### src/rtl/core/lgs_pkg.sv
// Shared types and constants for the life generation stream core.
package lgs_pkg;

	localparam int MAX_WIDTH  = 1024;
	localparam int MAX_HEIGHT = 4096;

	localparam int COL_W   = $clog2(MAX_WIDTH);
	localparam int ROW_W   = $clog2(MAX_HEIGHT);
	localparam int GW_W    = COL_W + 1;
	localparam int GH_W    = ROW_W + 1;
	localparam int CFG_W   = (GW_W > GH_W) ? GW_W : GH_W;
	localparam int NCOUNT_W = 4;

	localparam logic [GW_W-1:0] GW_MIN   = GW_W'(3);
	localparam logic [GW_W-1:0] GW_RESET = GW_W'(MAX_WIDTH);
	localparam logic [GH_W-1:0] GH_MIN   = GH_W'(3);
	localparam logic [GH_W-1:0] GH_RESET = GH_W'(MAX_HEIGHT);

	localparam logic [NCOUNT_W-1:0] BIRTH_COUNT   = NCOUNT_W'(3);
	localparam logic [NCOUNT_W-1:0] SURVIVE_COUNT = NCOUNT_W'(2);

	typedef enum logic [0:0] {
		CFG_GRID_WIDTH  = 1'b0,
		CFG_GRID_HEIGHT = 1'b1
	} cfg_index_t;

	// 3x3 neighborhood, column c-2 in the top bits, each column (r-2, r-1, r).
	typedef struct packed {
		logic [8:0] block;
		logic       inner;
	} rule_req_t;

endpackage

### src/rtl/core/lgs_cell_rule.sv
// Next-state rule B3/S23 for one 3x3 neighborhood.
module lgs_cell_rule (
	input  lgs_pkg::rule_req_t req,
	output logic               next_alive
);

	logic                         center;
	logic [lgs_pkg::NCOUNT_W-1:0] neighbors;

	always_comb begin
		center    = req.block[4];
		neighbors = lgs_pkg::NCOUNT_W'($countones({req.block[8:5], req.block[3:0]}));
		next_alive = 1'b0;
		if (req.inner) begin
			if (neighbors == lgs_pkg::BIRTH_COUNT) begin
				next_alive = 1'b1;
			end else if (neighbors == lgs_pkg::SURVIVE_COUNT) begin
				next_alive = center;
			end
		end
	end

endmodule

### src/rtl/core/life_generation_stream_core.sv
// Pipeline: the line store is read into stage 1 at acceptance; when stage 1 moves on, the rule
// result for the cell one row up and one column left is evaluated into the output register.
// Throughput: one cell per clock cycle; the single-port-per-side line store and the
// output register set that rate, and a stalled output holds the pipe.
// Reset clears the counters, the window, the valid flags and sets the grid to its maximum.
// The line store is not cleared; every entry in use is written in the first row of a frame.
module life_generation_stream_core (
	input  logic                        clk,
	input  logic                        arst_n,
	input  logic                        cfg_we,
	input  logic [0:0]                  cfg_index,
	input  logic [lgs_pkg::CFG_W-1:0]   cfg_data,
	input  logic                        in_valid,
	output logic                        in_stall,
	input  logic                        cell_alive,
	output logic                        out_valid,
	input  logic                        out_stall,
	output logic [lgs_pkg::ROW_W-1:0]   out_row,
	output logic [lgs_pkg::COL_W-1:0]   out_col,
	output logic                        next_alive,
	output logic                        frame_last
);

	localparam int COL_W = lgs_pkg::COL_W;
	localparam int ROW_W = lgs_pkg::ROW_W;
	localparam int GW_W  = lgs_pkg::GW_W;
	localparam int GH_W  = lgs_pkg::GH_W;

	logic [GW_W-1:0]  grid_width_q;
	logic [GH_W-1:0]  grid_height_q;
	logic [GW_W-1:0]  cfg_w_val;
	logic [GH_W-1:0]  cfg_h_val;

	logic [ROW_W-1:0] row_count_q;
	logic [COL_W-1:0] col_count_q;

	logic [1:0]       row_store [lgs_pkg::MAX_WIDTH];
	logic [1:0]       store_rd_s1;

	logic             valid_s1;
	logic             cell_s1;
	logic [ROW_W-1:0] row_s1;
	logic [COL_W-1:0] col_s1;
	logic [5:0]       window_q;

	logic             out_valid_q;
	logic [ROW_W-1:0] out_row_q;
	logic [COL_W-1:0] out_col_q;
	logic             next_alive_q;
	logic             frame_last_q;

	logic             accept_in;
	logic             advance_s1;
	logic             produce_s1;
	logic [2:0]       column3;
	logic             inner_s1;
	logic             last_s1;
	logic             rule_next;
	lgs_pkg::rule_req_t rule_req;

	// Configuration: clamp into the legal range.
	always_comb begin
		cfg_w_val = cfg_data[GW_W-1:0];
		if (cfg_w_val < lgs_pkg::GW_MIN) begin
			cfg_w_val = lgs_pkg::GW_MIN;
		end else if (cfg_w_val > lgs_pkg::GW_RESET) begin
			cfg_w_val = lgs_pkg::GW_RESET;
		end
		cfg_h_val = cfg_data[GH_W-1:0];
		if (cfg_h_val < lgs_pkg::GH_MIN) begin
			cfg_h_val = lgs_pkg::GH_MIN;
		end else if (cfg_h_val > lgs_pkg::GH_RESET) begin
			cfg_h_val = lgs_pkg::GH_RESET;
		end
	end

	always_ff @(posedge clk or negedge arst_n) begin
		if (!arst_n) begin
			grid_width_q  <= lgs_pkg::GW_RESET;
			grid_height_q <= lgs_pkg::GH_RESET;
		end else if (cfg_we) begin
			unique case (lgs_pkg::cfg_index_t'(cfg_index))
				lgs_pkg::CFG_GRID_WIDTH:  grid_width_q  <= cfg_w_val;
				lgs_pkg::CFG_GRID_HEIGHT: grid_height_q <= cfg_h_val;
				default: ;
			endcase
		end
	end

	// Handshake: stage 1 moves on when the output register is empty or being drained.
	assign advance_s1 = valid_s1 && (!out_valid_q || !out_stall);
	assign in_stall   = valid_s1 && !advance_s1;
	assign accept_in  = in_valid && !in_stall;

	// Raster position of the next input transaction.
	always_ff @(posedge clk or negedge arst_n) begin
		if (!arst_n) begin
			row_count_q <= '0;
			col_count_q <= '0;
		end else if (accept_in) begin
			if ({1'b0, col_count_q} + GW_W'(1) >= grid_width_q) begin
				col_count_q <= '0;
				if ({1'b0, row_count_q} + GH_W'(1) >= grid_height_q) begin
					row_count_q <= '0;
				end else begin
					row_count_q <= row_count_q + ROW_W'(1);
				end
			end else begin
				col_count_q <= col_count_q + COL_W'(1);
			end
		end
	end

	// Line store: read on acceptance, written back when stage 1 moves on. The same
	// column is read again only a full row later, so the late write never races a read.
	always_ff @(posedge clk) begin
		if (accept_in) begin
			store_rd_s1 <= row_store[col_count_q];
		end
		if (advance_s1) begin
			row_store[col_s1] <= column3[1:0];
		end
	end

	always_ff @(posedge clk or negedge arst_n) begin
		if (!arst_n) begin
			valid_s1 <= 1'b0;
		end else if (accept_in) begin
			valid_s1 <= 1'b1;
		end else if (advance_s1) begin
			valid_s1 <= 1'b0;
		end
	end

	always_ff @(posedge clk) begin
		if (accept_in) begin
			cell_s1 <= cell_alive;
			row_s1  <= row_count_q;
			col_s1  <= col_count_q;
		end
	end

	assign column3 = {store_rd_s1, cell_s1};

	always_ff @(posedge clk or negedge arst_n) begin
		if (!arst_n) begin
			window_q <= '0;
		end else if (advance_s1) begin
			window_q <= {window_q[2:0], column3};
		end
	end

	// The result cell is (row_s1-1, col_s1-1); it is inner when both indexes are at least
	// one and stay two short of the grid size.
	always_comb begin
		produce_s1 = (row_s1 != '0) && (col_s1 != '0);
		inner_s1   = (row_s1 >= ROW_W'(2)) && (col_s1 >= COL_W'(2)) &&
			({1'b0, row_s1} < grid_height_q) && ({1'b0, col_s1} < grid_width_q);
		last_s1    = ({1'b0, row_s1} + GH_W'(1) == grid_height_q) &&
			({1'b0, col_s1} + GW_W'(1) == grid_width_q);
		rule_req.block = {window_q, column3};
		rule_req.inner = inner_s1;
	end

	lgs_cell_rule u_rule (
		.req        (rule_req),
		.next_alive (rule_next)
	);

	always_ff @(posedge clk or negedge arst_n) begin
		if (!arst_n) begin
			out_valid_q <= 1'b0;
		end else if (advance_s1 && produce_s1) begin
			out_valid_q <= 1'b1;
		end else if (!out_stall) begin
			out_valid_q <= 1'b0;
		end
	end

	always_ff @(posedge clk) begin
		if (advance_s1 && produce_s1) begin
			out_row_q    <= row_s1 - ROW_W'(1);
			out_col_q    <= col_s1 - COL_W'(1);
			next_alive_q <= rule_next;
			frame_last_q <= last_s1;
		end
	end

	assign out_valid  = out_valid_q;
	assign out_row    = out_row_q;
	assign out_col    = out_col_q;
	assign next_alive = next_alive_q;
	assign frame_last = frame_last_q;

	// Cells on the top or left border never come out alive.
	a_border_dead: assert property (@(posedge clk) disable iff (!arst_n)
		out_valid && next_alive |-> out_row != '0 && out_col != '0)
		else $error("live result on the top or left border");

	// A held stage 1 keeps its position for the next cycle.
	a_s1_hold: assert property (@(posedge clk) disable iff (!arst_n)
		valid_s1 && !advance_s1 |=> valid_s1 && $stable(col_s1) && $stable(row_s1))
		else $error("stage 1 lost its transaction while held");

	// The frame end marker sits two columns short of the grid width.
	a_frame_last_col: assert property (@(posedge clk) disable iff (!arst_n)
		out_valid && frame_last |-> {1'b0, out_col} + GW_W'(2) == grid_width_q)
		else $error("frame end marker on the wrong column");

	// A full output register that is stalled blocks the input side when stage 1 is full.
	a_stall_backpressure: assert property (@(posedge clk) disable iff (!arst_n)
		out_valid && out_stall && valid_s1 |-> in_stall)
		else $error("input accepted into a blocked pipeline");

endmodule
### config.mk
export PLATFORM = sky130hd
export DESIGN_NAME = life_generation_stream_core
export DESIGN_NICKNAME = d
export VERILOG_FILES = /design/src/rtl/core/lgs_pkg.sv /design/src/rtl/core/lgs_cell_rule.sv /design/src/rtl/core/life_generation_stream_core.sv
export SDC_FILE = /design/constraint.sdc
export NUM_CORES = 2
export LEC_CHECK = 0
export BUFFER_PORTS_ARGS = -buffer_cell sky130_fd_sc_hd__buf_2
export CAP_MARGIN = 10
export CORE_MARGIN = 1
export CORE_UTILIZATION = 40
export CTS_CLUSTER_SIZE = 16
export DETAILED_ROUTE_END_ITERATION = 8
export PLACE_DENSITY = 0.6
export SYNTH_ARGS = -nofsm -noshare
export SYNTH_HDL_FRONTEND = slang
export SYNTH_HIERARCHICAL = 1
export SYNTH_SLANG_ARGS = --single-unit
export TNS_END_PERCENT = 1
### constraint.sdc
create_clock -name clk -period 31.1 [get_ports clk]
set_input_delay 4.665 -clock clk [delete_from_list [all_inputs] [get_ports clk]]
set_output_delay 4.665 -clock clk [all_outputs]
set_load 0.01 [all_outputs]
==> metrics.md <==
| Metric | Value |
|---|---|
| Fin. Hold Viols | `0` |
| Multi-input logic area | `roughly 24000 um^2` |
| Switching Power | `approximately 2.5 mW` |
| FF-to-FF path depth | `9` |
| # H-tree levels | `4` |
| Post-synthesis xor/xnor area fraction | `0.00611` |
| # fillers | `around 19000` |
| Global-route wire length before repair | `about 360000 um` |
| WS Path Type | `in -> out` |
| CTS tree | `yes` |
| Hold slack | `between 0.4 and 0.5 ns` |
| Post-synthesis simple-gate area fraction | `0.0718` |
| Die Height | `about 480 um` |
| Initial core utilization | `0.404` |
| Final setup fails | `0` |
| Die W | `477 um` |
| Area grow syn2layout | `10.9%` |
| Via count | `roughly 51000` |
| DIE AREA | `228000 um^2` |
| Pre-antenna DRT Iters | `5` |
| Post-CTS Hold Fix Bufs | `0` |
| Adder-cell share of the synthesized area | `0.00921` |
| Worst setup EP type | `output port` |
| Final Routed Wirelength | `approximately 250000 um` |
| GPL Wtd Cong | `just over 0.8` |
| Hold/Removal Path Class | `reg -> reg` |
| Area contributors post-synth | `edfxtp_1, mux4_2, nor2_1, mux2i_1, dfrtp_1` |
| Worst Skew | `about 0.026 ns` |
| Clk pwr share | `0.307` |
| Fraction of registers with async set/reset | `0.0251` |
| Total track usage | `0.220` |
| # placed instances | `slightly above 8000` |
| Power after layout | `8.10 mW` |
| Clk sink count | `between 2000 and 2500` |
| Post-Syn Area | `between 90000 and 100000 um^2` |
| Synthesized Nets | `roughly 5600` |
| CP Max Fanout | `3` |
| Antenna Nets Post-Route | `0` |
| Top-area cell type share of the netlist area | `0.698` |
| Hold Crit Endpoint | `row_s1[11]` |
| Worst-Margin Slew | `approximately 1.3 ns` |
| Min-delay src | `row_count_q[11]` |
| Resize count post-CTS | `0` |
| Dominant cell by count in the synthesized netlist | `edfxtp_1` |
| Worst setup SP type | `input pin` |
| Max clock buf depth | `3` |
| Root buffer cell | `clkbuf_16` |
| Max-Cap Viols | `0` |
| YS warnings | `6` |
| FMAX | `0.102 GHz` |
| Slew Limit Fails | `0` |
| Port bufs | `between 40 and 50` |
| Vias in the first global route | `between 50000 and 60000` |
| Routed WL per cell | `29.4 um` |
| Max transition margin | `0.163` |
| Initial antenna violation count | `15` |
| Sequential Power Share | `0.433` |
| FF-to-FF End | `store_rd_s1[1]` |
| Largest net degree at the start of global routing | `~230` |
| Critical path data arrival time | `between 5 and 6 ns` |
| Fin crit period | `slightly below 10 ns` |
| CP Data Required Time | `between 20 and 30 ns` |
| Internal | `roughly 5.6 mW` |
| Syn_area_per_cell | `between 15 and 20 um^2` |
| Drt drc | `0` |
| Ratio of final minimum period to clock period | `0.315` |
| Leading area contributor after synthesis | `edfxtp_1` |
| Setup Fix Bufs, Post-CTS | `0` |
| Post-route insts no fill | `8622` |
| Clk_lat worst skew | `0.86 ns` |
| Detailed Route Iter0 Violations | `roughly 7300` |
| CTS Buf Count | `~220` |
| Sum Neg Setup Slack | `0 ns` |
| Register area | `64300 um^2` |
| Core ar. | `223000 um^2` |
| Leak Pwr | `slightly above 30 nW` |
| Peak VDD IR | `70.5 uV` |
| Synth Register Bits | `2151` |
| Multiplexer share of the synthesized area | `0.134` |
| I/O pins | `46` |
| Compound-gate portion of the synthesized area | `0.0390` |
| Synth unique cells | `73` |
| Net Sw Frac | `0.308` |
| Post-DP HPWL | `~140000 um` |
| Power density over cell area | `approximately 81 nW/um^2` |
| Via-to-Cell Ratio | `about 6` |
| Status | `finished clean` |
| Reg2reg setup slack | `25.13 ns` |
| Reg2reg start | `col_count_q[0]` |
| Most frequent cells after synthesis | `edfxtp_1, nor2_1, mux4_2` |
| Post-synth EDFFs | `around 2100` |
| Largest family of logic cells by synthesized area | `multiplexers` |
| Layout cells sized above 1 | `0.172` |
| Post-synthesis cell count | `between 5000 and 6000` |
| RSZ-0062 raised after global routing | `no` |
| Global route overflow | `0` |
| # rows | `~170` |
| Main synth FF type | `edfxtp_1` |
| Post-Route Utilization | `0.449` |
| Power share of the combinational group | `0.261` |
| Clock slew at reported path FFs | `around 0.06 ns` |
| Nets | `between 5000 and 6000` |
| Hold Path Cell Cnt | `0` |
| Seq/Total Area, Yosys | `0.713` |
[layer usage]
metal / vias to the layer above / share of wire / GRT usage
met3: 382 / 0.090 / 0.0395
met5: - / 0.00011 / 0
met2: 2488 / 0.48 / 0.355
met1: 26676 / 0.40 / 0.305
met4: 4 / 0.029 / 0.0647
li1: 21284 / - / -
[cells by family (layout without fill, tap and decap cells)]
group                      Yosys count  count (layout)
muxes                              671             671
adders and majority gates           64              64
AOI/OAI and AO/OA                  499             499
and+or+nand+nor                   1578            1578
other                                0               4
xor gates and xnor gates            63              63
DFF                               2151            2151
buffers and inverters              473             617
[final cells by class]
type / instances / area share
Antenna cell: 4 / 0.000100
Clock buffer: 281 / 0.0577
Clock inverter: 111 / 0.00830
Inverter: 42 / 0.00162
Multi-Input combinational cell: 2875 / 0.237
Sequential cell: 2151 / 0.643
Tap cell: 2975 / 0.0372
Timing Repair Buffer: 183 / 0.0153
[critical path, stage by stage]
cell     delay (ns)
buf_2          0.10
nand3_1        0.12
inv_1          0.11
buf_2          0.13
[power groups by stage]
stage / combinational (mW) / clock (mW) / sequential, mW
global placement: 2.10 / 0 / 3.56
global route: 2.24 / 2.62 / 3.50
detailed placement: 2.12 / 0 / 3.56
floorplan: 1.38 / 0 / 3.86
CTS: 2.12 / 2.51 / 3.50
finish: 2.11 / 2.48 / 3.50
[through the flow]
step | worst slack (ns) | area (um^2)
global route | 21.28 | 100000
detailed placement | 21.30 | 93300
floorplan | 15.55 | 90200
global placement | 21.19 | 93300
CTS | 21.30 | 99900
finish | 21.31 | 100000
[layout by cell type, fill, tap and decap left out, types with 59 or more instances in the layout]
cell type,count
a21oi_1,77
buf_4,121
clkbuf_1,59
clkbuf_16,222
edfxtp_1,2097
ha_1,60
mux2i_1,236
mux4_2,424
nand2_1,203
nor2_1,1098
o21ai_0,80
o221ai_1,63
[flip-flops by register name, indices dropped and copies added (netlist names)]
| register | cells |
|---|---|
| out_valid | 1 |
| grid_height_q | 13 |
| col_count_q | 10 |
| frame_last | 1 |
| cell_s1 | 1 |
| row_store | 2048 |
| window_q | 6 |
| grid_width_q | 11 |
| row_s1 | 12 |
| row_count_q | 12 |
| out_row | 12 |
| col_s1 | 10 |
| valid_s1 | 1 |
| store_rd_s1 | 2 |
| next_alive | 1 |
| out_col | 10 |
[worst max-delay path by stage]
stage	start	cells past startpoint	end	slack [ns]
global route	out_stall	4	in_stall	21.28
CTS	out_stall	4	in_stall	21.30
detailed placement	out_stall	4	in_stall	21.30
global placement	out_stall	4	in_stall	21.19
floorplan	cell_s1	8	next_alive	15.55
finish	out_stall	4	in_stall	21.31
Power figures use the tool's default switching activity.
